[src/rtl/depth_to_color_mapper_assert.svh]
// assertion macros shared by the depth to color mapper modules
`ifndef DEPTH_TO_COLOR_MAPPER_ASSERT_SVH
`define DEPTH_TO_COLOR_MAPPER_ASSERT_SVH
`ifndef SYNTHESIS
`define DTC_ASSERT_IMP(label, clk, rst, ante, cons) \
   label: assert property (@(posedge clk) disable iff (rst) (ante) |-> cons) \
      else $error("assertion failed");
`define DTC_ASSERT_NXT(label, clk, rst, ante, cons) \
   label: assert property (@(posedge clk) disable iff (rst) (ante) |=> cons) \
      else $error("assertion failed");
`else
`define DTC_ASSERT_IMP(label, clk, rst, ante, cons)
`define DTC_ASSERT_NXT(label, clk, rst, ante, cons)
`endif
`endif

[src/rtl/dtc_pkg.sv]
// types and constants of the depth to color mapper
package dtc_pkg;

   localparam int DEPTH_W    = 14;
   localparam int MARGIN_W   = 10;
   localparam int EXT_W      = 16;
   localparam int OFF_W      = 15;
   localparam int NUM_W      = 31;
   localparam int QUO_W      = 17;
   localparam int WAVE_W     = 18;
   localparam int DIST_W     = 15;
   localparam int RAMPX_W    = DIST_W + 8;
   localparam int RECIP_W    = 32;
   localparam int FACSUM_W   = 18;
   localparam int FACNUM_W   = FACSUM_W + 8;
   localparam int INT_W      = 17;
   localparam int PROD_W     = 2 * INT_W;
   localparam int BYTEP_W    = PROD_W + 8;
   localparam int CSR_IDX_W  = 8;
   localparam int CSR_DATA_W = 16;

   // reciprocal multiply shift, exact for every numerator seen here
   localparam int RECIP_SHIFT = 36;

   localparam int FRONT_STAGES = 2;
   localparam int DIV_STAGES   = QUO_W;
   localparam int SHADE_STAGES = 5;
   localparam int LATENCY      = FRONT_STAGES + DIV_STAGES + SHADE_STAGES;

   // wavelengths in 1/256 nm
   localparam logic [WAVE_W-1:0] W_350 = WAVE_W'(350 * 256);
   localparam logic [WAVE_W-1:0] W_420 = WAVE_W'(420 * 256);
   localparam logic [WAVE_W-1:0] W_440 = WAVE_W'(440 * 256);
   localparam logic [WAVE_W-1:0] W_490 = WAVE_W'(490 * 256);
   localparam logic [WAVE_W-1:0] W_510 = WAVE_W'(510 * 256);
   localparam logic [WAVE_W-1:0] W_580 = WAVE_W'(580 * 256);
   localparam logic [WAVE_W-1:0] W_645 = WAVE_W'(645 * 256);
   localparam logic [WAVE_W-1:0] W_680 = WAVE_W'(680 * 256);
   localparam logic [WAVE_W-1:0] W_750 = WAVE_W'(750 * 256);

   localparam logic [QUO_W-1:0]    QUO_MAX  = QUO_W'(400 * 256);
   localparam logic [INT_W-1:0]    ONE_Q16  = INT_W'(65536);
   localparam logic [FACSUM_W-1:0] FAC_BASE = FACSUM_W'(3 * 17920);

   localparam logic [RECIP_W-1:0] RECIP_90  =
      RECIP_W'(((64'd1 << RECIP_SHIFT) + 64'd89) / 64'd90);
   localparam logic [RECIP_W-1:0] RECIP_50  =
      RECIP_W'(((64'd1 << RECIP_SHIFT) + 64'd49) / 64'd50);
   localparam logic [RECIP_W-1:0] RECIP_20  =
      RECIP_W'(((64'd1 << RECIP_SHIFT) + 64'd19) / 64'd20);
   localparam logic [RECIP_W-1:0] RECIP_70  =
      RECIP_W'(((64'd1 << RECIP_SHIFT) + 64'd69) / 64'd70);
   localparam logic [RECIP_W-1:0] RECIP_65  =
      RECIP_W'(((64'd1 << RECIP_SHIFT) + 64'd64) / 64'd65);
   localparam logic [RECIP_W-1:0] RECIP_700 =
      RECIP_W'(((64'd1 << RECIP_SHIFT) + 64'd699) / 64'd700);

   localparam logic [7:0] BYTE_MAX = 8'hFF;

   // register indexes
   localparam logic [CSR_IDX_W-1:0] CSR_NEAR   = CSR_IDX_W'(0);
   localparam logic [CSR_IDX_W-1:0] CSR_FAR    = CSR_IDX_W'(1);
   localparam logic [CSR_IDX_W-1:0] CSR_MODE   = CSR_IDX_W'(2);
   localparam logic [CSR_IDX_W-1:0] CSR_MARGIN = CSR_IDX_W'(3);

   localparam logic [DEPTH_W-1:0]  NEAR_RST   = DEPTH_W'(0);
   localparam logic [DEPTH_W-1:0]  FAR_RST    = DEPTH_W'(4095);
   localparam logic                MODE_RST   = 1'b1;
   localparam logic [MARGIN_W-1:0] MARGIN_RST = MARGIN_W'(50);

   typedef enum logic [1:0] {
      BAND_BLUE,
      BAND_GREEN,
      BAND_RED
   } band_type;

   typedef struct packed {
      logic                last;
      logic                cont;
      logic                in_range;
      band_type            band;
   } side_type;

   typedef struct packed {
      logic [DEPTH_W-1:0]  near_depth;
      logic [DEPTH_W-1:0]  far_depth;
      logic                cont;
      logic [MARGIN_W-1:0] margin;
   } cfg_type;

endpackage

[src/rtl/dtc_divider.sv]
// pipelined restoring divider, one quotient bit per stage
`include "depth_to_color_mapper_assert.svh"
module dtc_divider (
   input  logic                          clock,
   input  logic                          reset,
   input  logic                          in_valid,
   input  logic [dtc_pkg::NUM_W-1:0]     in_num,
   input  logic [dtc_pkg::OFF_W-1:0]     in_span,
   input  dtc_pkg::side_type             in_side,
   output logic                          out_valid,
   output logic [dtc_pkg::QUO_W-1:0]     out_quo,
   output dtc_pkg::side_type             out_side
);
   import dtc_pkg::*;

   logic             valid_ff [DIV_STAGES];
   logic [NUM_W-1:0] rem_ff   [DIV_STAGES];
   logic [QUO_W-1:0] quo_ff   [DIV_STAGES];
   logic [OFF_W-1:0] span_ff  [DIV_STAGES];
   side_type         side_ff  [DIV_STAGES];

   for (genvar k = 0; k < DIV_STAGES; k++) begin : g_stage
      localparam int BIT = QUO_W - 1 - k;

      logic             prev_valid;
      logic [NUM_W-1:0] prev_rem;
      logic [QUO_W-1:0] prev_quo;
      logic [OFF_W-1:0] prev_span;
      side_type         prev_side;
      logic [NUM_W-1:0] trial;
      logic             take;
      logic [NUM_W-1:0] rem_in;
      logic [QUO_W-1:0] quo_in;

      if (k == 0) begin : g_first
         assign prev_valid = in_valid;
         assign prev_rem   = in_num;
         assign prev_quo   = '0;
         assign prev_span  = in_span;
         assign prev_side  = in_side;
      end else begin : g_next
         assign prev_valid = valid_ff[k-1];
         assign prev_rem   = rem_ff[k-1];
         assign prev_quo   = quo_ff[k-1];
         assign prev_span  = span_ff[k-1];
         assign prev_side  = side_ff[k-1];
      end

      // a zero span only meets a zero offset, whose quotient stays zero
      assign trial  = NUM_W'(prev_span) << BIT;
      assign take   = (prev_span != '0) && (prev_rem >= trial);
      assign rem_in = take ? (prev_rem - trial) : prev_rem;
      assign quo_in = take ? (prev_quo | (QUO_W'(1) << BIT)) : prev_quo;

      always_ff @(posedge clock) begin
         if (reset) begin
            valid_ff[k] <= 1'b0;
         end else begin
            valid_ff[k] <= prev_valid;
         end
      end

      always_ff @(posedge clock) begin
         rem_ff[k]  <= rem_in;
         quo_ff[k]  <= quo_in;
         span_ff[k] <= prev_span;
         side_ff[k] <= prev_side;
      end
   end

   assign out_valid = valid_ff[DIV_STAGES-1];
   assign out_quo   = quo_ff[DIV_STAGES-1];
   assign out_side  = side_ff[DIV_STAGES-1];

   // offset never exceeds span inside the range, so the wavelength stays at or below 750 nm
   `DTC_ASSERT_IMP(a_quo_bound, clock, reset, out_valid && out_side.in_range, out_quo <= QUO_MAX)

endmodule

[config.mk]
export PLATFORM = sky130hd
export DESIGN_NAME = dtc_divider
export DESIGN_NICKNAME = d
export VERILOG_FILES = /design/src/rtl/dtc_pkg.sv /design/src/rtl/dtc_divider.sv
export VERILOG_INCLUDE_DIRS = /design/src /design/src/rtl
export SDC_FILE = /design/constraint.sdc
export NUM_CORES = 2
export LEC_CHECK = 0
export BUFFER_PORTS_ARGS = -buffer_cell sky130_fd_sc_hd__buf_2
export CORE_MARGIN = 3
export CORE_UTILIZATION = 58
export CTS_CLUSTER_DIAMETER = 100
export DETAILED_ROUTE_END_ITERATION = 10
export PLACE_DENSITY = 0.78
export SYNTH_ARGS = -nofsm -noshare
export SYNTH_HDL_FRONTEND = slang
export SYNTH_SLANG_ARGS = --single-unit
[constraint.sdc]
create_clock -name clock -period 3.64 [get_ports clock]
set_input_delay 0.728 -clock clock [delete_from_list [all_inputs] [get_ports clock]]
set_output_delay 0.728 -clock clock [all_outputs]
set_load 0.01 [all_outputs]
==> metrics.txt <==
Slew Limit Fails=0; Root Driver=clkbuf_16; CTS tree=built; CP Capture Type=register; syn nets=4121; Crit path max-delay family=simple AND/OR/NAND/NOR gates; Clock Power Share=26.0%; initial core utilization=59.12%; number of stages on the worst setup path=10; fin crit share=91.89%; share of power burned in registers=39.8%; via count=27400; power per cell area=910.1 nW/um^2; top-area cell type share of the netlist area=51.59%; vias in the first global route=27200; Final Total Pwr=39.45 mW; final WL=87.81 mm; Avg WL per Cell=18.02 um; total core area=65050 sq um; Setup WS post-layout=0.2952 ns; CP Cell Sequence=inv_1 -> ha_1 -> nand4_1 -> nor4b_1 -> nand4_1 -> a21boi_1 -> a31o_2 -> nor3b_2 -> nand4_1 -> xnor2_1; highest clock rate=0.2990 GHz; fraction of registers with async set/reset=0%; Die Span Y=263.5 um; met3 WL post-DR=3.628 mm; Num CTS Buffers=93; total track usage=24.72%; first-pass GRT wire length=139.9 mm; # DRC=0; worst skew pair latency=0.67 ns; Worst-Margin Slew=0.7263 ns; Critical R2R Capture=rem_ff[0][460]; sw frac=34.60%; Met1 Wirelength=35.63 mm; Top Metal Used=met4; DRT iter0 DRCs=1590; register area share after synthesis=51.59%; total global routing overflow=0; hold slack=0.1605 ns; Die W=263.5 um; Final Hold Violating Endpoints=0; Post-Synth Simple-Gate Area=13.70%; Pleak=18.87 nW; WP buf/inv=1; Ys Warns=0; Worst R2R Setup Slack=0.30 ns; FF+latch count, synth=991; Post-Synth XOR/XNOR Area=6.468%; result of the run=finished, final reports clean; Critical Path Max Stage Delay=0.62 ns; post-layout util=66.65%; cells on worst reg2reg path=10; Tmin final=3.345 ns; Worst setup startpoint=span_ff[0][206]; ys flop type=dfxtp_1; IO Port Bufs=76; n_diodes=0; crit-path most repeated cell=nand4_1; worst setup path end=rem_ff[0][460]; Synth Instances=3796; Max Buffers Root-to-Sink=3; RSZ-0062 raised after global routing=no; Syn Std Cell Area=38460 sq um; startpoint types=register; NetSw=13.65 mW; Avg Inst Size Synth=10.13 sq um; cell taking the most area after synthesis=dfxtp_1; CP max stage cell=nor4b_1; gpl congestion=0.9352; share of layout cells above drive strength 1=9.953%; dominant cells by area after synthesis=dfxtp_1 52%, ha_1 8.3%, xnor2_1 3.4%; crit path DAT=3.89 ns; WL met2=44.74 mm; fin nets=4267; Critical Path RT=4.19 ns; Area Overhead vs Synth=12.73%; maximum vdd ir drop=600.3 uV; largest fanout on the critical path=12; Final setup viols=0; R2R Path Start=span_ff[0][206]; Synth Area in Compound Gates=12.90%; H-Tree Depth=3; Avg Vias per Cell=5.621; largest net degree at the start of global routing=33; mux contribution to synthesized area=2.356%; post-DP HPWL=65.88 mm; Max-cap violations=0; cts hold-fix bufs=0; clk_skew=0.04712 ns; Logic pwr share=34.2%; Core Rows=93; adder-cell share of the synthesized area=9.130%; drt first pass iters=6; Int Power=25.80 mW; antenna-violating nets left=0; Post-synth EDFFs=0; Crit Path Class=register to register; Tightest Hold Check Type=input pin to register; I/O pin cnt=77; clock sink total=991; setup TNS=0 ns; initial antenna violation count=0; pre-CTS WS=0.1982 ns; Distinct cells, synth=85; die area=69430 sq um; slew margin rel.=51.35%; Worst-path clk slew=0.07 ns; combinational family with the most area after synthesis=simple AND/OR/NAND/NOR gates
==> layout by cell type, fill, tap and decap left out, drive strengths merged, types with 19 or more instances in the layout <==
cell / Yosys / layout
a21oi: 169 / 169
nand2b: 27 / 27
inv: 333 / 337
a211oi: 31 / 31
o31ai: 39 / 39
nor2: 191 / 191
nor4: 115 / 115
clkinv: 0 / 26
buf: 13 / 110
mux2: 76 / 76
a21o: 79 / 79
nand4: 57 / 57
xnor2: 151 / 151
o21ai: 210 / 210
nor2b: 54 / 54
nand2: 263 / 263
clkbuf: 46 / 121
ha: 255 / 255
a31oi: 19 / 19
dfxtp: 991 / 991
nor3: 95 / 95
xor2: 133 / 133
o21a: 50 / 50
or3: 30 / 30
nand3: 60 / 60
o21bai: 30 / 30
==> how the worst min path moves through the flow <==
stage,start,end,slack (ns),depth (start not counted)
after detailed placement,quo_ff[0][112],quo_ff[0][129],0.31,0
after global placement,quo_ff[0][84],quo_ff[0][101],0.31,0
after global routing,in_side[3],side_ff[0][3],0.13,1
after CTS,in_side[3],side_ff[0][3],0.12,1
final,in_side[3],side_ff[0][3],0.16,1
after floorplan,quo_ff[0][83],quo_ff[0][100],0.31,0
==> power by group through the flow <==
stage	logic [mW]	clock network [mW]	registers (mW)
after global placement	13.0	0	15.9
after global routing	15.1	10.8	15.9
final	13.5	10.3	15.7
after detailed placement	13.2	0	15.9
after floorplan	10.6	0	14.9
after CTS	13.4	10.4	15.7
==> through the flow <==
stage                     std cells  area [sq um]
final                          4874         43350
after detailed placement       4702         39990
after global placement         4702         39990
after CTS                      4874         43340
after floorplan                3796         38460
after global routing           4874         43350
==> registers in the layout, summed over array words and instances (netlist names) <==
register	flops
quo_ff	153
rem_ff	496
side_ff	85
span_ff	240
valid_ff	17
==> worst register-to-register path, delay by kind of cell (launching register included) <==
kind | cells | cell delay (ns)
simple gates | 5 | 1.60
compound gates | 2 | 0.50
flops | 1 | 0.46
fa+ha+maj | 1 | 0.41
xor+xnor | 1 | 0.18
buf+inv | 1 | 0.07
==> cell families after synthesis <==
logic type               count (synthesis)
adder cells (fa/ha/maj)                271
flip-flops                             991
XOR/XNOR                               284
AND/OR/NAND/NOR                       1017
buffers and inverters                  392
AO/OA/AOI/OAI                          760
multiplexers                            81
==> cells in the mapped netlist (9+ instances only) <==
master     instances
and2_1            17
o21ai_0          207
a21o_1            79
a211oi_1          30
o21bai_1          29
a2111oi_0          9
nor4_1           111
clkbuf_1          46
ha_1             255
or2_2             16
nand2_1          263
mux2_2            76
nand2b_1          27
nor2_1           191
o31a_1            18
and4_1             9
o211ai_1          10
and3_1            14
a31oi_1           18
o31ai_1           38
o2111ai_1         10
dfxtp_1          991
or3_1             30
xor2_1           133
inv_1            332
or4_1             15
buf_2             10
o21a_1            50
a31o_2            10
fa_1              16
nor4b_1           14
nor3_1            95
xnor2_1          151
nor2b_1           54
nand4b_1          12
nand4_1           57
a21oi_1          169
nand3_1           60
==> metal layers <==
layer / global-route usage [%] / vias up
met5: 0 / -
met4: 10.49 / 0
li1: - / 13590
met2: 45.70 / 694
met1: 28.19 / 12870
met3: 3.813 / 247
==> final cells by class <==
| cell class | count | area [sq um] |
|---|---|---|
| Fill cell | 4962 | 21700 |
| Sequential cell | 991 | 19840 |
| Multi-Input combinational cell | 2413 | 17190 |
| Clock buffer | 121 | 2603 |
| Inverter | 333 | 1250 |
| Tap cell | 855 | 1070 |
| Clock inverter | 51 | 749.5 |
| Timing Repair Buffer | 110 | 648.1 |
==> what timing repair did <==
item / CTS / global route
endpoints found under the setup margin: 0 / 9
buffers inserted: 0 / 0
gates resized for setup: 0 / 2
No activity file was read; power rests on OpenSTA's default activity.
