$ cat src/rtl/depth_to_color_mapper_assert.svh
// assertion macros shared by the depth to color mapper modules
`ifndef DEPTH_TO_COLOR_MAPPER_ASSERT_SVH
`define DEPTH_TO_COLOR_MAPPER_ASSERT_SVH
`ifndef SYNTHESIS
`define DTC_ASSERT_IMP(label, clk, rst, ante, cons) \
   label: assert property (@(posedge clk) disable iff (rst) (ante) |-> cons) \
      else $error("assertion failed");
`define DTC_ASSERT_NXT(label, clk, rst, ante, cons) \
   label: assert property (@(posedge clk) disable iff (rst) (ante) |=> cons) \
      else $error("assertion failed");
`else
`define DTC_ASSERT_IMP(label, clk, rst, ante, cons)
`define DTC_ASSERT_NXT(label, clk, rst, ante, cons)
`endif
`endif

$ cat src/rtl/dtc_pkg.sv
// types and constants of the depth to color mapper
package dtc_pkg;

   localparam int DEPTH_W    = 14;
   localparam int MARGIN_W   = 10;
   localparam int EXT_W      = 16;
   localparam int OFF_W      = 15;
   localparam int NUM_W      = 31;
   localparam int QUO_W      = 17;
   localparam int WAVE_W     = 18;
   localparam int DIST_W     = 15;
   localparam int RAMPX_W    = DIST_W + 8;
   localparam int RECIP_W    = 32;
   localparam int FACSUM_W   = 18;
   localparam int FACNUM_W   = FACSUM_W + 8;
   localparam int INT_W      = 17;
   localparam int PROD_W     = 2 * INT_W;
   localparam int BYTEP_W    = PROD_W + 8;
   localparam int CSR_IDX_W  = 8;
   localparam int CSR_DATA_W = 16;

   // reciprocal multiply shift, exact for every numerator seen here
   localparam int RECIP_SHIFT = 36;

   localparam int FRONT_STAGES = 2;
   localparam int DIV_STAGES   = QUO_W;
   localparam int SHADE_STAGES = 5;
   localparam int LATENCY      = FRONT_STAGES + DIV_STAGES + SHADE_STAGES;

   // wavelengths in 1/256 nm
   localparam logic [WAVE_W-1:0] W_350 = WAVE_W'(350 * 256);
   localparam logic [WAVE_W-1:0] W_420 = WAVE_W'(420 * 256);
   localparam logic [WAVE_W-1:0] W_440 = WAVE_W'(440 * 256);
   localparam logic [WAVE_W-1:0] W_490 = WAVE_W'(490 * 256);
   localparam logic [WAVE_W-1:0] W_510 = WAVE_W'(510 * 256);
   localparam logic [WAVE_W-1:0] W_580 = WAVE_W'(580 * 256);
   localparam logic [WAVE_W-1:0] W_645 = WAVE_W'(645 * 256);
   localparam logic [WAVE_W-1:0] W_680 = WAVE_W'(680 * 256);
   localparam logic [WAVE_W-1:0] W_750 = WAVE_W'(750 * 256);

   localparam logic [QUO_W-1:0]    QUO_MAX  = QUO_W'(400 * 256);
   localparam logic [INT_W-1:0]    ONE_Q16  = INT_W'(65536);
   localparam logic [FACSUM_W-1:0] FAC_BASE = FACSUM_W'(3 * 17920);

   localparam logic [RECIP_W-1:0] RECIP_90  =
      RECIP_W'(((64'd1 << RECIP_SHIFT) + 64'd89) / 64'd90);
   localparam logic [RECIP_W-1:0] RECIP_50  =
      RECIP_W'(((64'd1 << RECIP_SHIFT) + 64'd49) / 64'd50);
   localparam logic [RECIP_W-1:0] RECIP_20  =
      RECIP_W'(((64'd1 << RECIP_SHIFT) + 64'd19) / 64'd20);
   localparam logic [RECIP_W-1:0] RECIP_70  =
      RECIP_W'(((64'd1 << RECIP_SHIFT) + 64'd69) / 64'd70);
   localparam logic [RECIP_W-1:0] RECIP_65  =
      RECIP_W'(((64'd1 << RECIP_SHIFT) + 64'd64) / 64'd65);
   localparam logic [RECIP_W-1:0] RECIP_700 =
      RECIP_W'(((64'd1 << RECIP_SHIFT) + 64'd699) / 64'd700);

   localparam logic [7:0] BYTE_MAX = 8'hFF;

   // register indexes
   localparam logic [CSR_IDX_W-1:0] CSR_NEAR   = CSR_IDX_W'(0);
   localparam logic [CSR_IDX_W-1:0] CSR_FAR    = CSR_IDX_W'(1);
   localparam logic [CSR_IDX_W-1:0] CSR_MODE   = CSR_IDX_W'(2);
   localparam logic [CSR_IDX_W-1:0] CSR_MARGIN = CSR_IDX_W'(3);

   localparam logic [DEPTH_W-1:0]  NEAR_RST   = DEPTH_W'(0);
   localparam logic [DEPTH_W-1:0]  FAR_RST    = DEPTH_W'(4095);
   localparam logic                MODE_RST   = 1'b1;
   localparam logic [MARGIN_W-1:0] MARGIN_RST = MARGIN_W'(50);

   typedef enum logic [1:0] {
      BAND_BLUE,
      BAND_GREEN,
      BAND_RED
   } band_type;

   typedef struct packed {
      logic                last;
      logic                cont;
      logic                in_range;
      band_type            band;
   } side_type;

   typedef struct packed {
      logic [DEPTH_W-1:0]  near_depth;
      logic [DEPTH_W-1:0]  far_depth;
      logic                cont;
      logic [MARGIN_W-1:0] margin;
   } cfg_type;

endpackage

$ cat src/rtl/dtc_shade.sv
// spectral color, edge falloff and byte scaling (five stages)
`include "depth_to_color_mapper_assert.svh"
module dtc_shade (
   input  logic                          clock,
   input  logic                          reset,
   input  logic                          in_valid,
   input  logic [dtc_pkg::QUO_W-1:0]     in_quo,
   input  dtc_pkg::side_type             in_side,
   output logic                          out_valid,
   output logic [7:0]                    out_blue,
   output logic [7:0]                    out_green,
   output logic [7:0]                    out_red,
   output logic                          out_last
);
   import dtc_pkg::*;

   typedef enum logic [2:0] {
      SEG_VIOLET,
      SEG_BLUE,
      SEG_CYAN,
      SEG_GREEN,
      SEG_YELLOW,
      SEG_RED
   } seg_type;

   // stage 1: segment and factor selection
   logic [WAVE_W-1:0]   wave;
   logic [DIST_W-1:0]   seg_dist, fx;
   logic [FACSUM_W-1:0] fac_sum;

   logic                valid1_ff;
   seg_type             seg1_in, seg1_ff;
   logic [RAMPX_W-1:0]  rampx1_in, rampx1_ff;
   logic [RECIP_W-1:0]  recip1_in, recip1_ff;
   logic [FACNUM_W-1:0] facnum1_in, facnum1_ff;
   logic                full1_in, full1_ff;
   side_type            side1_ff;

   // stage 2: reciprocal products
   logic                          valid2_ff;
   logic [RAMPX_W+RECIP_W-1:0]    ramp2_in, ramp2_ff;
   logic [FACNUM_W+RECIP_W-1:0]   fac2_in, fac2_ff;
   seg_type                       seg2_ff;
   logic                          full2_ff;
   side_type                      side2_ff;

   // stage 3: channel intensities
   logic               valid3_ff;
   logic [INT_W-1:0]   ramp3, fac3_in, fac3_ff;
   logic [INT_W-1:0]   cb3_in, cg3_in, cr3_in, cb3_ff, cg3_ff, cr3_ff;
   side_type           side3_ff;

   // stage 4: intensity times factor
   logic               valid4_ff;
   logic [PROD_W-1:0]  pb4_in, pg4_in, pr4_in, pb4_ff, pg4_ff, pr4_ff;
   side_type           side4_ff;

   // stage 5: bytes
   logic [BYTEP_W-1:0] sb, sg, sr;
   logic [7:0]         blue_in, green_in, red_in;
   logic [7:0]         blue_ff, green_ff, red_ff;
   logic               valid5_ff, last5_ff;

   always_comb begin
      wave = WAVE_W'(in_quo) + W_350;
      if (wave < W_440) begin
         seg1_in = SEG_VIOLET; seg_dist = DIST_W'(W_440 - wave); recip1_in = RECIP_90;
      end else if (wave < W_490) begin
         seg1_in = SEG_BLUE;   seg_dist = DIST_W'(wave - W_440); recip1_in = RECIP_50;
      end else if (wave < W_510) begin
         seg1_in = SEG_CYAN;   seg_dist = DIST_W'(W_510 - wave); recip1_in = RECIP_20;
      end else if (wave < W_580) begin
         seg1_in = SEG_GREEN;  seg_dist = DIST_W'(wave - W_510); recip1_in = RECIP_70;
      end else if (wave < W_645) begin
         seg1_in = SEG_YELLOW; seg_dist = DIST_W'(W_645 - wave); recip1_in = RECIP_65;
      end else begin
         seg1_in = SEG_RED;    seg_dist = '0;                    recip1_in = RECIP_90;
      end

      full1_in = 1'b0;
      fx       = '0;
      if (wave < W_420) begin
         fx = DIST_W'(wave - W_350);
      end else if (wave < W_680) begin
         full1_in = 1'b1;
      end else begin
         fx = DIST_W'(W_750 - wave);
      end
      // 3*17920 + 7*x, then times 256
      fac_sum    = FAC_BASE + (FACSUM_W'(fx) << 3) - FACSUM_W'(fx);
      facnum1_in = {fac_sum, 8'b0};
      rampx1_in  = {seg_dist, 8'b0};
   end

   assign ramp2_in = (RAMPX_W+RECIP_W)'(rampx1_ff) * (RAMPX_W+RECIP_W)'(recip1_ff);
   assign fac2_in  = (FACNUM_W+RECIP_W)'(facnum1_ff) * (FACNUM_W+RECIP_W)'(RECIP_700);

   always_comb begin
      ramp3   = INT_W'(ramp2_ff >> RECIP_SHIFT);
      fac3_in = full2_ff ? ONE_Q16 : INT_W'(fac2_ff >> RECIP_SHIFT);
      case (seg2_ff)
         SEG_VIOLET: begin
            cb3_in = ONE_Q16; cg3_in = '0;      cr3_in = ramp3;
         end
         SEG_BLUE: begin
            cb3_in = ONE_Q16; cg3_in = ramp3;   cr3_in = '0;
         end
         SEG_CYAN: begin
            cb3_in = ramp3;   cg3_in = ONE_Q16; cr3_in = '0;
         end
         SEG_GREEN: begin
            cb3_in = '0;      cg3_in = ONE_Q16; cr3_in = ramp3;
         end
         SEG_YELLOW: begin
            cb3_in = '0;      cg3_in = ramp3;   cr3_in = ONE_Q16;
         end
         default: begin
            cb3_in = '0;      cg3_in = '0;      cr3_in = ONE_Q16;
         end
      endcase
   end

   assign pb4_in = PROD_W'(cb3_ff) * PROD_W'(fac3_ff);
   assign pg4_in = PROD_W'(cg3_ff) * PROD_W'(fac3_ff);
   assign pr4_in = PROD_W'(cr3_ff) * PROD_W'(fac3_ff);

   always_comb begin
      // 255 * p as (p << 8) - p, then drop the Q32 fraction
      sb = (BYTEP_W'(pb4_ff) << 8) - BYTEP_W'(pb4_ff);
      sg = (BYTEP_W'(pg4_ff) << 8) - BYTEP_W'(pg4_ff);
      sr = (BYTEP_W'(pr4_ff) << 8) - BYTEP_W'(pr4_ff);
      blue_in  = '0;
      green_in = '0;
      red_in   = '0;
      if (!side4_ff.cont) begin
         case (side4_ff.band)
            BAND_RED:  red_in  = BYTE_MAX;
            BAND_BLUE: blue_in = BYTE_MAX;
            default:   green_in = BYTE_MAX;
         endcase
      end else if (side4_ff.in_range) begin
         blue_in  = 8'(sb >> 32);
         green_in = 8'(sg >> 32);
         red_in   = 8'(sr >> 32);
      end
   end

   always_ff @(posedge clock) begin
      if (reset) begin
         valid1_ff <= 1'b0;
         valid2_ff <= 1'b0;
         valid3_ff <= 1'b0;
         valid4_ff <= 1'b0;
         valid5_ff <= 1'b0;
      end else begin
         valid1_ff <= in_valid;
         valid2_ff <= valid1_ff;
         valid3_ff <= valid2_ff;
         valid4_ff <= valid3_ff;
         valid5_ff <= valid4_ff;
      end
   end

   always_ff @(posedge clock) begin
      seg1_ff    <= seg1_in;
      rampx1_ff  <= rampx1_in;
      recip1_ff  <= recip1_in;
      facnum1_ff <= facnum1_in;
      full1_ff   <= full1_in;
      side1_ff   <= in_side;
      ramp2_ff   <= ramp2_in;
      fac2_ff    <= fac2_in;
      seg2_ff    <= seg1_ff;
      full2_ff   <= full1_ff;
      side2_ff   <= side1_ff;
      cb3_ff     <= cb3_in;
      cg3_ff     <= cg3_in;
      cr3_ff     <= cr3_in;
      fac3_ff    <= fac3_in;
      side3_ff   <= side2_ff;
      pb4_ff     <= pb4_in;
      pg4_ff     <= pg4_in;
      pr4_ff     <= pr4_in;
      side4_ff   <= side3_ff;
      blue_ff    <= blue_in;
      green_ff   <= green_in;
      red_ff     <= red_in;
      last5_ff   <= side4_ff.last;
   end

   assign out_valid = valid5_ff;
   assign out_blue  = blue_ff;
   assign out_green = green_ff;
   assign out_red   = red_ff;
   assign out_last  = last5_ff;

   // every spectral segment holds one channel at full intensity
   `DTC_ASSERT_IMP(a_full_channel, clock, reset, valid3_ff, (cb3_ff == ONE_Q16) || (cg3_ff == ONE_Q16) || (cr3_ff == ONE_Q16))
   // out of range in continuous mode comes out black
   `DTC_ASSERT_NXT(a_black_out, clock, reset, valid4_ff && side4_ff.cont && !side4_ff.in_range, (out_blue == 8'h00) && (out_green == 8'h00) && (out_red == 8'h00))

endmodule

$ cat config.mk
export PLATFORM = sky130hd
export DESIGN_NAME = dtc_shade
export DESIGN_NICKNAME = d
export VERILOG_FILES = /design/src/rtl/dtc_pkg.sv /design/src/rtl/dtc_shade.sv
export VERILOG_INCLUDE_DIRS = /design/src /design/src/rtl
export SDC_FILE = /design/constraint.sdc
export NUM_CORES = 2
export LEC_CHECK = 0
export ABC_AREA = 1
export BUFFER_PORTS_ARGS = -buffer_cell sky130_fd_sc_hd__buf_2
export CORE_MARGIN = 2
export CORE_UTILIZATION = 52
export DETAILED_ROUTE_END_ITERATION = 16
export GPL_ROUTABILITY_DRIVEN = 0
export PLACE_DENSITY = 0.67
export SETUP_SLACK_MARGIN = 0.05
export SLEW_MARGIN = 25
export SYNTH_ARGS = -nofsm -noshare
export SYNTH_HDL_FRONTEND = slang
export SYNTH_SLANG_ARGS = --single-unit
$ cat constraint.sdc
create_clock -name clock -period 8.4 [get_ports clock]
set_clock_uncertainty 0.1 [all_clocks]
set_input_delay 2.52 -clock clock [delete_from_list [all_inputs] [get_ports clock]]
set_output_delay 2.52 -clock clock [all_outputs]
set_load 0.02 [all_outputs]
==> summary.txt <==
Routing
  – Detail Route met3 WL: 12200 µm
  – Initial drt markers: 3654
  – Met2 Wirelength: ~79000 µm
  – Wl on met1: 71500 µm
  – Final WL: 170000 µm
  – Drt drc: 0
  – Top Metal Used: met4
  – Detailed-routing iteration count for the pre-antenna-repair pass: 6
  – Overall via count from detail_route: 51928
  – Wire length per cell: roughly 17 µm
  – Remaining antenna violation count: 0
  – Via density per instance: 5.22

Final layout
  – Final Net Count: 10238
  – Ratio of cells with drive above 1 in the final layout: roughly 3%
  – Leading cell type in the layout, fill and taps excluded: sky130_fd_sc_hd__inv_1
  – Most frequent cells in the layout: sky130_fd_sc_hd__inv_1, sky130_fd_sc_hd__nand2_1, sky130_fd_sc_hd__fa_1
  – Area added between synthesis and finish: 4.46%
  – Antenna diode count: 0

Timing
  – Final Max Tran Viols: 0
  – Transition time of the tightest slew-check pin: around 1.1 ns
  – Maximum clock frequency: 0.152 GHz
  – Setup repair after global routing missed its margin: no
  – Final sum of negative setup slack: 0 ns
  – Count of endpoints failing hold in the final timing report: 0
  – Final Critical Period: ~6.6 ns
  – Final setup violating endpoints: 0
  – Final clock period utilization by the worst path: 78.3%
  – Worst slew margin: 24.8%

GRT
  – Via count of the first global-routing pass: around 55000
  – Wire length of the first global-routing pass: roughly 280000 µm
  – Number of antenna violations at the first check in global routing: 2
  – Pin count of the biggest net entering global routing: 52
  – Total routing resource utilization after global routing: ~27%
  – Global route total overflow: 0

Worst setup path
  – Slowest library cell on the worst path: sky130_fd_sc_hd__dfxtp_2
  – CP required: 8.83 ns
  – CP Buf/Inv Count: 4
  – Arrival time reported for the critical path endpoint: 7.01 ns
  – Kind of cell adding the most delay to the critical path: adder cells
  – Endpoint class of the critical path: flip-flop
  – Critical path's largest stage delay: 0.98 ns
  – Cell-by-cell trace of the critical path: buf_4, nand2_1, fa_1, fa_1, fa_1, inv_1, fa_1, fa_1, inv_1, fa_1, inv_1, ha_1, nand2_1, nor4_1, nand3_1, nand3_1, nand3_1, nand2_1, nand4_1, nand3b_1, nand2_1
  – Largest fanout on the critical path: 35
  – Setup crit start kind: flip-flop
  – Cell occurring most often along the worst timing path: sky130_fd_sc_hd__fa_1
  – Count of cell instances traversed by the critical path: 21
  – Number of cell instances on the worst register-to-register path: 21
  – Startpoint-to-endpoint class of the critical path: flip-flop to flip-flop

Yosys
  – Area leader, netlist: sky130_fd_sc_hd__fa_1
  – Gate Count Post-Synth: about 8400
  – Avg Synthesized Cell Area: 7.84 µm²
  – Portion of the post-synthesis area used by sequential elements: 9.53%
  – Synth Warn #: 0
  – Number of flip-flops and latches in the synthesized netlist: 314
  – Top cells by area, synth: sky130_fd_sc_hd__fa_1, sky130_fd_sc_hd__inv_1, sky130_fd_sc_hd__ha_1, sky130_fd_sc_hd__nand2_1, sky130_fd_sc_hd__dfxtp_1
  – Count of flip-flops with a built-in enable after synthesis: 0
  – Fraction of synthesized cell area taken by the top area cell type: around 37%
  – Most instantiated flip-flop cell in the synthesis netlist: sky130_fd_sc_hd__dfxtp_1
  – Share of flip-flops with an asynchronous set or reset after synthesis: 0%
  – Synth Net Count: 10377
  – Cell area after synthesis: about 66000 µm²
  – Post-synth cell types: 58

Clock network
  – Cts hold-fix bufs: 0
  – Number of H-tree levels: 2
  – Number of sinks on the clock net: 314
  – Number of buffers created by CTS: 40
  – Root buf cell: sky130_fd_sc_hd__clkbuf_16
  – Cells resized by post-CTS repair: 0
  – Buffer count from post-CTS setup fixing: 0
  – TritonCTS clock tree: yes
  – Worst-Skew Late Latency: 0.63 ns
  – Buffers from clock root to sink, at most: 3
  – CTS clock-pin slew for the worst setup and hold paths: 0.06 ns

Hold path
  – Cell count of the worst hold path: 0
  – Class of the tightest hold or removal check: flip-flop to flip-flop

Floorplanning
  – Die outline area: 130000 µm²
  – Number of top-level design ports: 51
  – Count of standard-cell rows: 130
  – Width of the die: around 360 µm
  – Effective utilization at floorplan: 52.5%
  – Die outline height: roughly 360 µm
  – Core region area: 126000 µm²

Placement
  – Count of port buffers added during placement: 50
  – Post-detail-place hpwl: between 100000 and 150000 µm

Flow run
  – Max-cap check violation count: 0

Outcome
  – Result of the run: complete, no violations
-- path summary, 6_finish.rpt --
path / start / end / slack, ns
setup reg to reg: fac3_ff[8] / pb4_ff[33] / 1.82
hold reg to reg: seg1_ff[0] / seg2_ff[0] / 0.23
hold / removal: seg1_ff[0] / seg2_ff[0] / 0.23
setup / recovery: fac3_ff[8] / pb4_ff[33] / 1.82
-- per-layer routing --
layer | up-vias | global-route usage (%)
met5 | - | 0
met4 | 0 | 9.46
met3 | 379 | 3.97
met2 | 1930 | 44.8
met1 | 25239 | 35.4
li1 | 24380 | -
-- flip-flops by register name, summed over array words and instances (netlist names), 17 cells and up --
| name | cells |
|---|---|
| ramp2_ff | 17 |
| cr3_ff | 17 |
| cb3_ff | 17 |
| fac3_ff | 17 |
| recip1_ff | 19 |
| fac2_ff | 17 |
| pb4_ff | 34 |
| cg3_ff | 17 |
| pg4_ff | 34 |
| pr4_ff | 34 |
| facnum1_ff | 18 |
-- through the flow --
step | instances | setup WS [ns] | instance area [µm²] | hold WS (ns) | utilization (%)
final | 9949 | 1.82 | 68900 | 0.225 | 54.8
after global routing | 9949 | 1.50 | 68900 | 0.233 | 54.8
after CTS | 9949 | 1.87 | 68900 | 0.226 | 54.8
after detailed placement | 9876 | 1.79 | 67600 | 0.212 | 53.7
after global placement | 9876 | 1.91 | 67600 | 0.210 | 53.7
after floorplan | 8407 | 2.53 | 66000 | 0.210 | -
-- area by class of cell --
| class | instances | area, µm² |
|---|---|---|
| fillers | 11740 | 56800 |
| multi-input cells | 5416 | 49600 |
| inverters | 2411 | 9060 |
| flip-flops and latches | 314 | 6310 |
| well taps | 1650 | 2060 |
| clock buffers | 50 | 1080 |
| repair buffers | 85 | 538 |
| clock inverters | 23 | 244 |
-- synth_stat cells, types with 3 or more instances --
master and instances:
sky130_fd_sc_hd__a211oi_1 5, sky130_fd_sc_hd__and3_1 6, sky130_fd_sc_hd__nand3_2 3, sky130_fd_sc_hd__o2111ai_1 5, sky130_fd_sc_hd__inv_2 7, sky130_fd_sc_hd__clkbuf_1 254
sky130_fd_sc_hd__xor2_1 99, sky130_fd_sc_hd__a31o_2 5, sky130_fd_sc_hd__o31ai_1 10, sky130_fd_sc_hd__nor4_1 29, sky130_fd_sc_hd__buf_2 3, sky130_fd_sc_hd__buf_1 7
sky130_fd_sc_hd__xnor2_1 59, sky130_fd_sc_hd__nand2_1 1834, sky130_fd_sc_hd__o21ai_1 7, sky130_fd_sc_hd__nor2_4 7, sky130_fd_sc_hd__o21bai_1 26, sky130_fd_sc_hd__ha_1 713
sky130_fd_sc_hd__a21boi_0 14, sky130_fd_sc_hd__o22ai_1 7, sky130_fd_sc_hd__o221a_2 3, sky130_fd_sc_hd__nand3_1 135, sky130_fd_sc_hd__nand3b_1 9, sky130_fd_sc_hd__o21ai_0 211
sky130_fd_sc_hd__inv_1 2400, sky130_fd_sc_hd__o221ai_1 10, sky130_fd_sc_hd__o211ai_1 10, sky130_fd_sc_hd__a31oi_1 52, sky130_fd_sc_hd__nand2_4 10, sky130_fd_sc_hd__nor2_1 402
sky130_fd_sc_hd__dfxtp_1 314, sky130_fd_sc_hd__a221oi_1 6, sky130_fd_sc_hd__nor3_1 62, sky130_fd_sc_hd__a21o_1 37, sky130_fd_sc_hd__fa_1 1232, sky130_fd_sc_hd__nand2_2 22
sky130_fd_sc_hd__nand4_1 41, sky130_fd_sc_hd__a21oi_1 310, sky130_fd_sc_hd__nor2_2 3, sky130_fd_sc_hd__o21a_1 15
-- cells by family (layout without fill, tap and decap cells) --
logic type      Yosys count  in the layout  synth area share [%]
compound gates          740            740                  6.41
xor+xnor                158            158                  2.10
fa+ha+maj              1945           1945                  50.9
buf+inv                2677           2569                  15.3
flops                   314            314                  9.53
simple gates           2573           2573                  15.8
Power is left out: the tool's default activity adds up to more than one toggle a clock period on the data nets, which glitch-free logic cannot reach.
