$ cat src/rtl/depth_to_color_mapper_assert.svh
// assertion macros shared by the depth to color mapper modules
`ifndef DEPTH_TO_COLOR_MAPPER_ASSERT_SVH
`define DEPTH_TO_COLOR_MAPPER_ASSERT_SVH
`ifndef SYNTHESIS
`define DTC_ASSERT_IMP(label, clk, rst, ante, cons) \
   label: assert property (@(posedge clk) disable iff (rst) (ante) |-> cons) \
      else $error("assertion failed");
`define DTC_ASSERT_NXT(label, clk, rst, ante, cons) \
   label: assert property (@(posedge clk) disable iff (rst) (ante) |=> cons) \
      else $error("assertion failed");
`else
`define DTC_ASSERT_IMP(label, clk, rst, ante, cons)
`define DTC_ASSERT_NXT(label, clk, rst, ante, cons)
`endif
`endif

$ cat src/rtl/dtc_pkg.sv
// types and constants of the depth to color mapper
package dtc_pkg;

   localparam int DEPTH_W    = 14;
   localparam int MARGIN_W   = 10;
   localparam int EXT_W      = 16;
   localparam int OFF_W      = 15;
   localparam int NUM_W      = 31;
   localparam int QUO_W      = 17;
   localparam int WAVE_W     = 18;
   localparam int DIST_W     = 15;
   localparam int RAMPX_W    = DIST_W + 8;
   localparam int RECIP_W    = 32;
   localparam int FACSUM_W   = 18;
   localparam int FACNUM_W   = FACSUM_W + 8;
   localparam int INT_W      = 17;
   localparam int PROD_W     = 2 * INT_W;
   localparam int BYTEP_W    = PROD_W + 8;
   localparam int CSR_IDX_W  = 8;
   localparam int CSR_DATA_W = 16;

   // reciprocal multiply shift, exact for every numerator seen here
   localparam int RECIP_SHIFT = 36;

   localparam int FRONT_STAGES = 2;
   localparam int DIV_STAGES   = QUO_W;
   localparam int SHADE_STAGES = 5;
   localparam int LATENCY      = FRONT_STAGES + DIV_STAGES + SHADE_STAGES;

   // wavelengths in 1/256 nm
   localparam logic [WAVE_W-1:0] W_350 = WAVE_W'(350 * 256);
   localparam logic [WAVE_W-1:0] W_420 = WAVE_W'(420 * 256);
   localparam logic [WAVE_W-1:0] W_440 = WAVE_W'(440 * 256);
   localparam logic [WAVE_W-1:0] W_490 = WAVE_W'(490 * 256);
   localparam logic [WAVE_W-1:0] W_510 = WAVE_W'(510 * 256);
   localparam logic [WAVE_W-1:0] W_580 = WAVE_W'(580 * 256);
   localparam logic [WAVE_W-1:0] W_645 = WAVE_W'(645 * 256);
   localparam logic [WAVE_W-1:0] W_680 = WAVE_W'(680 * 256);
   localparam logic [WAVE_W-1:0] W_750 = WAVE_W'(750 * 256);

   localparam logic [QUO_W-1:0]    QUO_MAX  = QUO_W'(400 * 256);
   localparam logic [INT_W-1:0]    ONE_Q16  = INT_W'(65536);
   localparam logic [FACSUM_W-1:0] FAC_BASE = FACSUM_W'(3 * 17920);

   localparam logic [RECIP_W-1:0] RECIP_90  =
      RECIP_W'(((64'd1 << RECIP_SHIFT) + 64'd89) / 64'd90);
   localparam logic [RECIP_W-1:0] RECIP_50  =
      RECIP_W'(((64'd1 << RECIP_SHIFT) + 64'd49) / 64'd50);
   localparam logic [RECIP_W-1:0] RECIP_20  =
      RECIP_W'(((64'd1 << RECIP_SHIFT) + 64'd19) / 64'd20);
   localparam logic [RECIP_W-1:0] RECIP_70  =
      RECIP_W'(((64'd1 << RECIP_SHIFT) + 64'd69) / 64'd70);
   localparam logic [RECIP_W-1:0] RECIP_65  =
      RECIP_W'(((64'd1 << RECIP_SHIFT) + 64'd64) / 64'd65);
   localparam logic [RECIP_W-1:0] RECIP_700 =
      RECIP_W'(((64'd1 << RECIP_SHIFT) + 64'd699) / 64'd700);

   localparam logic [7:0] BYTE_MAX = 8'hFF;

   // register indexes
   localparam logic [CSR_IDX_W-1:0] CSR_NEAR   = CSR_IDX_W'(0);
   localparam logic [CSR_IDX_W-1:0] CSR_FAR    = CSR_IDX_W'(1);
   localparam logic [CSR_IDX_W-1:0] CSR_MODE   = CSR_IDX_W'(2);
   localparam logic [CSR_IDX_W-1:0] CSR_MARGIN = CSR_IDX_W'(3);

   localparam logic [DEPTH_W-1:0]  NEAR_RST   = DEPTH_W'(0);
   localparam logic [DEPTH_W-1:0]  FAR_RST    = DEPTH_W'(4095);
   localparam logic                MODE_RST   = 1'b1;
   localparam logic [MARGIN_W-1:0] MARGIN_RST = MARGIN_W'(50);

   typedef enum logic [1:0] {
      BAND_BLUE,
      BAND_GREEN,
      BAND_RED
   } band_type;

   typedef struct packed {
      logic                last;
      logic                cont;
      logic                in_range;
      band_type            band;
   } side_type;

   typedef struct packed {
      logic [DEPTH_W-1:0]  near_depth;
      logic [DEPTH_W-1:0]  far_depth;
      logic                cont;
      logic [MARGIN_W-1:0] margin;
   } cfg_type;

endpackage

$ cat src/rtl/dtc_front.sv
// range check, discrete band and scaled depth offset (two stages)
module dtc_front (
   input  logic                          clock,
   input  logic                          reset,
   input  logic                          in_valid,
   input  logic [dtc_pkg::DEPTH_W-1:0]   in_depth,
   input  logic                          in_last,
   input  dtc_pkg::cfg_type              cfg,
   output logic                          out_valid,
   output logic [dtc_pkg::NUM_W-1:0]     out_num,
   output logic [dtc_pkg::OFF_W-1:0]     out_span,
   output dtc_pkg::side_type             out_side
);
   import dtc_pkg::*;

   logic [EXT_W-1:0] d_ext, n_ext, f_ext, m_ext, dm_sum;
   logic             lo_ok, hi_ok;

   logic             valid1_in, valid1_ff;
   logic [OFF_W-1:0] off1_in, off1_ff;
   logic [OFF_W-1:0] span1_in, span1_ff;
   side_type         side1_in, side1_ff;

   logic             valid2_ff;
   logic [NUM_W-1:0] num2_in, num2_ff;
   logic [OFF_W-1:0] span2_ff;
   side_type         side2_ff;

   always_comb begin
      d_ext  = EXT_W'(in_depth);
      n_ext  = EXT_W'(cfg.near_depth);
      f_ext  = EXT_W'(cfg.far_depth);
      m_ext  = EXT_W'(cfg.margin);
      dm_sum = d_ext + m_ext;
      lo_ok  = (d_ext + EXT_W'(5)) >= n_ext;
      hi_ok  = d_ext <= (f_ext + EXT_W'(5));
      off1_in  = OFF_W'(d_ext + EXT_W'(5) - n_ext);
      span1_in = OFF_W'(f_ext + EXT_W'(10) - n_ext);
      valid1_in = in_valid;
      side1_in.last     = in_last;
      side1_in.cont     = cfg.cont;
      side1_in.in_range = lo_ok && hi_ok;
      // signed thresholds, compared with the margin moved to the depth side
      if (dm_sum >= f_ext) begin
         side1_in.band = BAND_RED;
      end else if (dm_sum <= n_ext) begin
         side1_in.band = BAND_BLUE;
      end else begin
         side1_in.band = BAND_GREEN;
      end
   end

   // offset times 400 nm in 1/256 nm units: 102400 = 2^16 + 2^15 + 2^12
   assign num2_in = (NUM_W'(off1_ff) << 16) + (NUM_W'(off1_ff) << 15)
                  + (NUM_W'(off1_ff) << 12);

   always_ff @(posedge clock) begin
      if (reset) begin
         valid1_ff <= 1'b0;
         valid2_ff <= 1'b0;
      end else begin
         valid1_ff <= valid1_in;
         valid2_ff <= valid1_ff;
      end
   end

   always_ff @(posedge clock) begin
      off1_ff  <= off1_in;
      span1_ff <= span1_in;
      side1_ff <= side1_in;
      num2_ff  <= num2_in;
      span2_ff <= span1_ff;
      side2_ff <= side1_ff;
   end

   assign out_valid = valid2_ff;
   assign out_num   = num2_ff;
   assign out_span  = span2_ff;
   assign out_side  = side2_ff;

endmodule

$ cat config.mk
export PLATFORM = sky130hd
export DESIGN_NAME = dtc_front
export DESIGN_NICKNAME = d
export VERILOG_FILES = /design/src/rtl/depth_to_color_mapper_assert.svh /design/src/rtl/dtc_pkg.sv /design/src/rtl/dtc_front.sv
export SDC_FILE = /design/constraint.sdc
export NUM_CORES = 1
export LEC_CHECK = 0
export BUFFER_PORTS_ARGS = -buffer_cell sky130_fd_sc_hd__buf_2
export CAP_MARGIN = 20
export CELL_PAD_IN_SITES_DETAIL_PLACEMENT = 1
export CELL_PAD_IN_SITES_GLOBAL_PLACEMENT = 1
export CORE_MARGIN = 2
export CORE_UTILIZATION = 46
export CTS_CLUSTER_DIAMETER = 40
export CTS_CLUSTER_SIZE = 10
export DETAILED_ROUTE_END_ITERATION = 10
export GPL_TIMING_DRIVEN = 0
export PLACE_DENSITY_LB_ADDON = 0.1
export SLEW_MARGIN = 30
export SYNTH_ARGS = -nofsm -noshare
export SYNTH_HDL_FRONTEND = slang
export SYNTH_SLANG_ARGS = --single-unit
$ cat constraint.sdc
create_clock -name clock -period 6.1 [get_ports clock]
set_input_delay 1.22 -clock clock [delete_from_list [all_inputs] [get_ports clock]]
set_output_delay 1.22 -clock clock [all_outputs]
set_load 0.03 [all_outputs]
==> results of run 1 <==
synth_stat cells, types with 14 or more instances:
cell | count | share of area [%]
a21oi_1 | 41 | 3.6
xnor2_1 | 55 | 8.3
o21ai_0 | 25 | 2.2
a21o_1 | 16 | 2.1
nand3_1 | 17 | 1.5
nand2_1 | 30 | 1.9
nor3_1 | 17 | 1.5
fa_1 | 15 | 5.2
inv_1 | 59 | 3.8
dfxtp_1 | 76 | 26
ha_1 | 113 | 24
xor2_1 | 14 | 2.1
nor2_1 | 42 | 2.7
placed cells by master, fill, tap and decap left out, types with 3 or more instances in the layout:
master / n
a2111oi_0: 4
a211o_1: 3
a211oi_1: 4
a21o_1: 16
a21oi_1: 41
a31o_2: 4
a31oi_1: 7
and3_1: 5
buf_2: 96
buf_4: 12
clkbuf_16: 9
conb_1: 12
dfxtp_1: 76
fa_1: 15
ha_1: 113
inv_1: 59
inv_6: 4
nand2_1: 30
nand3_1: 17
nand4_1: 6
nor2_1: 42
nor2b_1: 12
nor3_1: 17
o2111ai_1: 4
o211ai_1: 3
o21a_1: 10
o21ai_0: 25
o21bai_1: 5
or2_2: 3
xnor2_1: 55
xor2_1: 14
kinds of logic (layout without fill, tap and decap cells):
kind of cell | after synthesis | in the layout
and+or+nand+nor | 138 | 138
xor gates and xnor gates | 69 | 69
muxes | 1 | 1
other | 1 | 12
AOI/OAI and AO/OA | 144 | 144
buffers and inverters | 72 | 184
adders and majority gates | 128 | 128
DFF | 76 | 76
worst max path at each step:
stage / slack [ns] / end / start / cells after the start
2_1_floorplan: 2.38 / side1_ff[0] / in_depth[0] / 15
5_1_grt: 1.79 / side1_ff[0] / in_depth[0] / 16
3_3_place_gp: 1.71 / side1_ff[0] / in_depth[0] / 16
3_5_place_dp: 1.59 / side1_ff[0] / in_depth[0] / 16
4_1_cts: 1.92 / side1_ff[0] / in_depth[0] / 16
6_report: 1.85 / side1_ff[0] / in_depth[0] / 16
per-layer routing:
metal	global-route usage [%]	vias up	share of wire (%)
met5	0	-	0
met1	26.8	2357	43
met3	2.67	26	2.7
met2	44.0	104	51
li1	-	2433	-
met4	8.97	0	2.6
power by group:
part | switching (W) | internal [W]
registers | 0.0000670 | 0.000663
logic | 0.000883 | 0.000609
clock network | 0.000215 | 0.000281
cell type report:
class,instances,area [um2],share of cell area (%)
Multi-Input combinational cell,492,3980,58.6
Sequential cell,76,1520,22.4
Timing Repair Buffer,96,480,7.07
Clock buffer,9,225,3.32
Inverter,59,221,3.26
Tap cell,168,210,3.10
Buffer,13,93.8,1.38
Clock inverter,7,56.3,0.829
stage by stage:
stage	hold WS (ns)	power, W	setup WS (ns)	utilization (%)	cell area (um2)
6_report	0.327	0.00272	1.85	56.1	6790
3_3_place_gp	0.309	0.00215	1.71	53.8	6510
4_1_cts	0.331	0.00274	1.92	56.1	6790
5_1_grt	0.331	0.00294	1.79	56.1	6790
2_1_floorplan	0.310	0.00185	2.38	-	5820
3_5_place_dp	0.315	0.00222	1.59	53.8	6510
worst max-delay path: cells and delay by family:
| family | cells | cell delay, ns |
|---|---|---|
| buffers and inverters | 2 | 0.21 |
| and+or+nand+nor | 5 | 0.63 |
| adders and majority gates | 3 | 0.90 |
| AOI/OAI and AO/OA | 5 | 1.17 |
| xor gates and xnor gates | 1 | 0.31 |
state kept, by name, summed over array words and instances (netlist names):
register and count:
out_num 19, off1_ff 15, out_span 15, span1_ff 15, out_side 5, side1_ff 5, out_valid 1, valid1_ff 1
==> impl_summary.log, run 1 <==
[metrics] Top-Level Pins: 109
[metrics] predominant post-synthesis flop cell: dfxtp_1
[metrics] highest ir drop seen on vdd: 0.000186 V
[metrics] worst setup skew after layout: 0.00617 ns
[metrics] post-CTS clock slew at the launch and capture registers of the worst setup and hold paths: 0.06 ns
[metrics] launch point of the worst hold path: side1_ff[1]
[metrics] count of warnings emitted by yosys: 0
[metrics] hold path endpoint: out_side[1]
[metrics] largest net degree at the start of global routing: 16
[metrics] max-slew violation count: 0
[metrics] per-instance average area after synthesis: 9.19 um2
[metrics] total half-perimeter wirelength after legalization and detailed placement: 13.0 mm
[metrics] gate count of the mapped netlist: 629
[metrics] WL/cell: 16.6 um
[metrics] sequential share of the synthesized area: 26.3%
[metrics] max_slew headroom: 66.1%
[metrics] post-route fraction of the period consumed by the critical path: 69.7%
[metrics] post-synthesis adder-cell area fraction: 29.7%
[metrics] maximum fanout along the worst path: 5
[metrics] Max H-tree Level: 3
[metrics] count of placed standard cells in the final layout, fillers left out: 920
[metrics] Clock Sinks: 76
[metrics] max cap viols: 0
[metrics] floorplan die height: 116 um
[metrics] slowest stage delay, CP: 0.44 ns
[metrics] Inserted Diodes: 0
[metrics] number of synthesized flops with an enable pin: 0
[metrics] total count of hold-check failures in the final report: 0
[metrics] post-synthesis compound-gate area fraction: 16.7%
[metrics] vias post-DR: 4920
[metrics] run status: finished, final reports clean
[metrics] mapped cell area: 5780 um2
[metrics] area enclosed by the die boundary: 13500 um2
[metrics] signed area change from the synthesized netlist to the final layout: 17.5%
[metrics] number of storage elements in the synthesis netlist: 76
[metrics] DRT antenna net count: 0
[metrics] via count of the first global-routing pass: 5242
[metrics] Reg2Reg Launch Point: off1_ff[4]
[metrics] type of element launching the critical path: input port
[metrics] kind of end point of the critical path: flop
[metrics] fraction of synthesized cell area in xor and xnor cells: 10.5%
[metrics] post-route setup TNS: 0 ns
[metrics] number of setup violations in the final report: 0
[metrics] post-CTS setup buffer count: 0
[metrics] DRC violation total after the first TritonRoute iteration: 207
[metrics] count of input and output buffers: 96
[metrics] data arrival time of the critical path: 4.46 ns
[metrics] Pleak: 3.34 nW
[metrics] Min-Delay Path Class: reg2reg
[metrics] power per unit of standard cell area: 400 nW/um2
[metrics] worst-case register-to-register setup slack: 3.19 ns
[metrics] cell type of the slowest stage on the worst timing path: a2111oi_0
[metrics] final WL: 15.2 mm
[metrics] Initial Utilization: 47.7%
[metrics] Worst-Margin Slew: 0.496 ns
[metrics] PostCTS Resize Cnt: 0
[metrics] Cells on Worst Hold Path: 0
[metrics] global-route wire length before repair: 24.5 mm
[metrics] core area: 12100 um2
[metrics] length of the first detailed-routing pass in iterations: 4
[metrics] total track usage: 23.3%
[metrics] Placer Congestion: 0.850
[metrics] highest clock frequency the design can meet: 0.235 GHz
[metrics] Async S/R FF share, synth: 0%
[metrics] chain of cells forming the critical path: buf_2 -> ha_1 -> inv_1 -> fa_1 -> nor2b_1 -> o31ai_1 -> a31oi_1 -> a31oi_1 -> xnor2_1 -> ha_1 -> nand2_1 -> nor2_1 -> a2111oi_0 -> nor2_1 -> nor3_1 -> a211oi_1
[metrics] multiplexer area fraction after synthesis: 0.173%
[metrics] drt via density: 5.35
[metrics] final critical-path required period: 4.25 ns
[metrics] CTS tree: built
[metrics] category of the critical setup timing path: in2reg
[metrics] global route total overflow: 0
[metrics] Inst Count DP: 904
[metrics] die width: 116 um
[metrics] DRC viols: 0
[metrics] fillcell total: 1494
[metrics] number of antenna violations at the first check in global routing: 0
[metrics] required time of the critical path: 6.31 ns
[metrics] Unique masters post-synth: 50
[metrics] Longest Clk Path Bufs: 2
[metrics] unrepaired setup endpoints after global routing: no
[metrics] count of nets after finishing: 932
[metrics] largest family of logic cells by synthesized area: adder cells
[metrics] worst reg2reg path depth: 10
[metrics] fraction of layout cells with a size suffix above 1: 18.2%
[metrics] post-synthesis simple-gate area fraction: 11.2%
[metrics] capturing point of the worst reg2reg path: out_num[28]
[metrics] number of rows created at floorplan: 40
[metrics] Skew-Pair Late Insertion Delay: 0.33 ns
[metrics] clock buffers created by TritonCTS: 9
[metrics] hold_buf cts: 0
[metrics] cell at the root of the clock tree: clkbuf_16
No activity file was read; power rests on OpenSTA's default activity.
==> inputs of run 2 (changes only) <==
--- a/config.mk
+++ b/config.mk
@@ -5,12 +5,13 @@
 export SDC_FILE = /design/constraint.sdc
 export NUM_CORES = 1
 export LEC_CHECK = 0
+export ABC_AREA = 1
 export BUFFER_PORTS_ARGS = -buffer_cell sky130_fd_sc_hd__buf_2
 export CAP_MARGIN = 20
 export CELL_PAD_IN_SITES_DETAIL_PLACEMENT = 1
 export CELL_PAD_IN_SITES_GLOBAL_PLACEMENT = 1
 export CORE_MARGIN = 2
-export CORE_UTILIZATION = 46
+export CORE_UTILIZATION = 42
 export CTS_CLUSTER_DIAMETER = 40
 export CTS_CLUSTER_SIZE = 10
 export DETAILED_ROUTE_END_ITERATION = 10
==> constraint.sdc (replaced) <==
create_clock -name clock -period 4.4 [get_ports clock]
set_input_delay 0.88 -clock clock [delete_from_list [all_inputs] [get_ports clock]]
set_output_delay 0.88 -clock clock [all_outputs]
set_load 0.03 [all_outputs]
==> impl_summary.log, run 2 <==
[metrics] kind of end point of the critical path: flop
[metrics] Max H-tree Level: 3
[metrics] Metal-1 WL: 7.40 mm
[metrics] pre-CTS setup slack: 0.666 ns
[metrics] die width: 126 um
[metrics] post-CTS setup buffer count: 0
[metrics] DRC violation total after the first TritonRoute iteration: 105
[metrics] final WL: 17.6 mm
[metrics] cell accounting for the most synthesized area: dfxtp_1
[metrics] post-route fraction of the period consumed by the critical path: 77.3%
[metrics] max-slew violation count: 0
[metrics] portion of synthesized cell area occupied by the leading cell type: 24.3%
[metrics] Clock Sinks: 76
[metrics] commonest cells in the netlist: nand2_1, ha_1, inv_1
[metrics] PostCTS Resize Cnt: 0
[metrics] clock buffers created by TritonCTS: 9
[metrics] number of setup violations in the final report: 0
[metrics] most frequent cells in the layout: nand2_1, ha_1, inv_1
[metrics] DRC viols: 0
[metrics] sum of met2 wire segment lengths after detailed routing: 9.25 mm
[metrics] drt via density: 5.02
[metrics] total half-perimeter wirelength after legalization and detailed placement: 15.3 mm
[metrics] highest clock frequency the design can meet: 0.294 GHz
[metrics] highest ir drop seen on vdd: 0.000250 V
[metrics] fillcell total: 1875
[metrics] global route total overflow: 0
[metrics] global-route wire length before repair: 28.5 mm
[metrics] predominant post-synthesis flop cell: dfxtp_1
[metrics] post-route setup TNS: 0 ns
[metrics] number of rows created at floorplan: 44
[metrics] Placer Congestion: 0.895
[metrics] required time of the critical path: 4.65 ns
[metrics] length of the first detailed-routing pass in iterations: 6
[metrics] power per unit of standard cell area: 551 nW/um2
[metrics] DRT antenna net count: 0
[metrics] via count of the first global-routing pass: 6027
[metrics] Unique masters post-synth: 34
[metrics] fraction of layout cells with a size suffix above 1: 16.3%
[metrics] Skew-Pair Late Insertion Delay: 0.34 ns
[metrics] Top-Level Pins: 109
[metrics] WL/cell: 15.8 um
[metrics] flip-flop count of the largest register after layout: 19
[metrics] per-instance average area after synthesis: 7.81 um2
[metrics] worst hold slack across all endpoints: 0.323 ns
[metrics] Longest Clk Path Bufs: 2
[metrics] most frequent CP cell: nand2_1
[metrics] unrepaired setup endpoints after global routing: no
[metrics] cell type of the slowest stage on the worst timing path: fa_1
[metrics] sequential share of the synthesized area: 24.3%
[metrics] Pleak: 3.98 nW
[metrics] highest routed layer: met4
[metrics] Initial Utilization: 43.1%
[metrics] number of storage elements in the synthesis netlist: 76
[metrics] data arrival time of the critical path: 3.65 ns
[metrics] area enclosed by the die boundary: 15900 um2
[metrics] total track usage: 22.4%
[metrics] count of placed standard cells in the final layout, fillers left out: 1109
[metrics] max cap viols: 0
[metrics] CTS tree: built
[metrics] largest net degree at the start of global routing: 15
[metrics] count of warnings emitted by yosys: 0
[metrics] most common cell after layout, fill and taps aside: nand2_1
[metrics] floorplan die height: 126 um
[metrics] Min-Delay Path Class: reg2reg
[metrics] maximum fanout along the worst path: 4
[metrics] run status: finished, final reports clean
[metrics] category of the critical setup timing path: in2reg
[metrics] total count of hold-check failures in the final report: 0
[metrics] count of input and output buffers: 96
[metrics] cell at the root of the clock tree: clkbuf_16
[metrics] slowest stage delay, CP: 0.41 ns
[metrics] hold_buf cts: 0
[metrics] worst setup skew after layout: 0.00827 ns
[metrics] vias post-DR: 5572
[metrics] Async S/R FF share, synth: 0%
[metrics] final critical-path required period: 3.40 ns
[metrics] gate count of the mapped netlist: 802
[metrics] core area: 14500 um2
[metrics] Inst Count DP: 1093
[metrics] type of element launching the critical path: input port
[metrics] number of synthesized flops with an enable pin: 0
[metrics] count of nets after finishing: 1105
[metrics] chain of cells forming the critical path: buf_2 -> ha_1 -> inv_1 -> fa_1 -> inv_1 -> nand2_1 -> nand3_2 -> nand4_1 -> nand2_1 -> xor2_1 -> ha_1 -> nand2_1 -> nor2_1 -> nand2_1 -> nor2_1 -> nor2_1 -> nand3_1 -> nand2_1 -> nand3_1 -> a21oi_1
[metrics] number of antenna violations at the first check in global routing: 0
[metrics] post-CTS clock slew at the launch and capture registers of the worst setup and hold paths: 0.06 ns
[metrics] leading cell types by total area after synthesis: dfxtp_1, ha_1, nand2_1
[metrics] signed area change from the synthesized netlist to the final layout: 17.2%
[metrics] fin worst setup slack: 0.997 ns
[metrics] mapped cell area: 6260 um2
[metrics] Inserted Diodes: 0
[metrics] Routed met3 length: 431 um
[metrics] most frequent cell after synthesis: nand2_1
[run 2: logic make-up after synthesis]
logic type               Yosys count  share of synthesized area (%)
XOR/XNOR                          66                           9.23
flip-flops                        76                           24.3
buffers and inverters            130                           8.55
AND/OR/NAND/NOR                  293                           20.3
AO/OA/AOI/OAI                    108                           10.2
adder cells (fa/ha/maj)          128                           27.4
other                              1                         0.0599
[run 2: report_power, final]
group	internal, W	switching [W]	total (W)
clock	0.000503	0.000300	0.000803
combinational	0.000817	0.00141	0.00222
sequential	0.000923	0.0000914	0.00101
total	0.00224	0.00180	0.00404
[run 2: path summary, 6_finish.rpt]
| check | cells after the start | from | slack [ns] | end |
|---|---|---|---|---|
| max | 20 | in_depth[0] | 1.0 | side1_ff[0] |
| min | 0 | span1_ff[11] | 0.32 | out_span[11] |
| max reg2reg | 9 | off1_ff[4] | 1.92 | out_num[30] |
| min reg2reg | 0 | span1_ff[11] | 0.32 | out_span[11] |
[run 2: critical path, delay by kind of cell]
family / cells / cell delay, ns
xor+xnor: 1 / 0.28
simple gates: 12 / 1.00
buf+inv: 3 / 0.35
compound gates: 1 / 0.19
fa+ha+maj: 3 / 0.95
[run 2: layer usage]
layer / GRT usage (%) / up-vias
met3: 2.85 / 31
met1: 24.9 / 2606
met2: 43.0 / 109
met4: 8.47 / 0
met5: 0 / -
li1: - / 2826
[run 2: per-stage QoR]
step | total power (W) | util [%] | area (um2)
finish | 0.00404 | 50.5 | 7340
global route | 0.00437 | 50.5 | 7340
CTS | 0.00408 | 50.5 | 7340
detailed placement | 0.00326 | 48.3 | 7010
global placement | 0.00315 | 48.3 | 7010
floorplan | 0.00266 | - | 6300
[run 2: final cells by class]
cell class	count	area [um2]	share of cell area, %
plain buffers	14	100	1.36
repair buffers	96	480	6.55
clock buffers	10	229	3.12
inverters	116	435	5.93
flip-flops and latches	76	1520	20.7
multi-input cells	607	4250	57.9
well taps	184	230	3.14
clock inverters	6	95.1	1.30
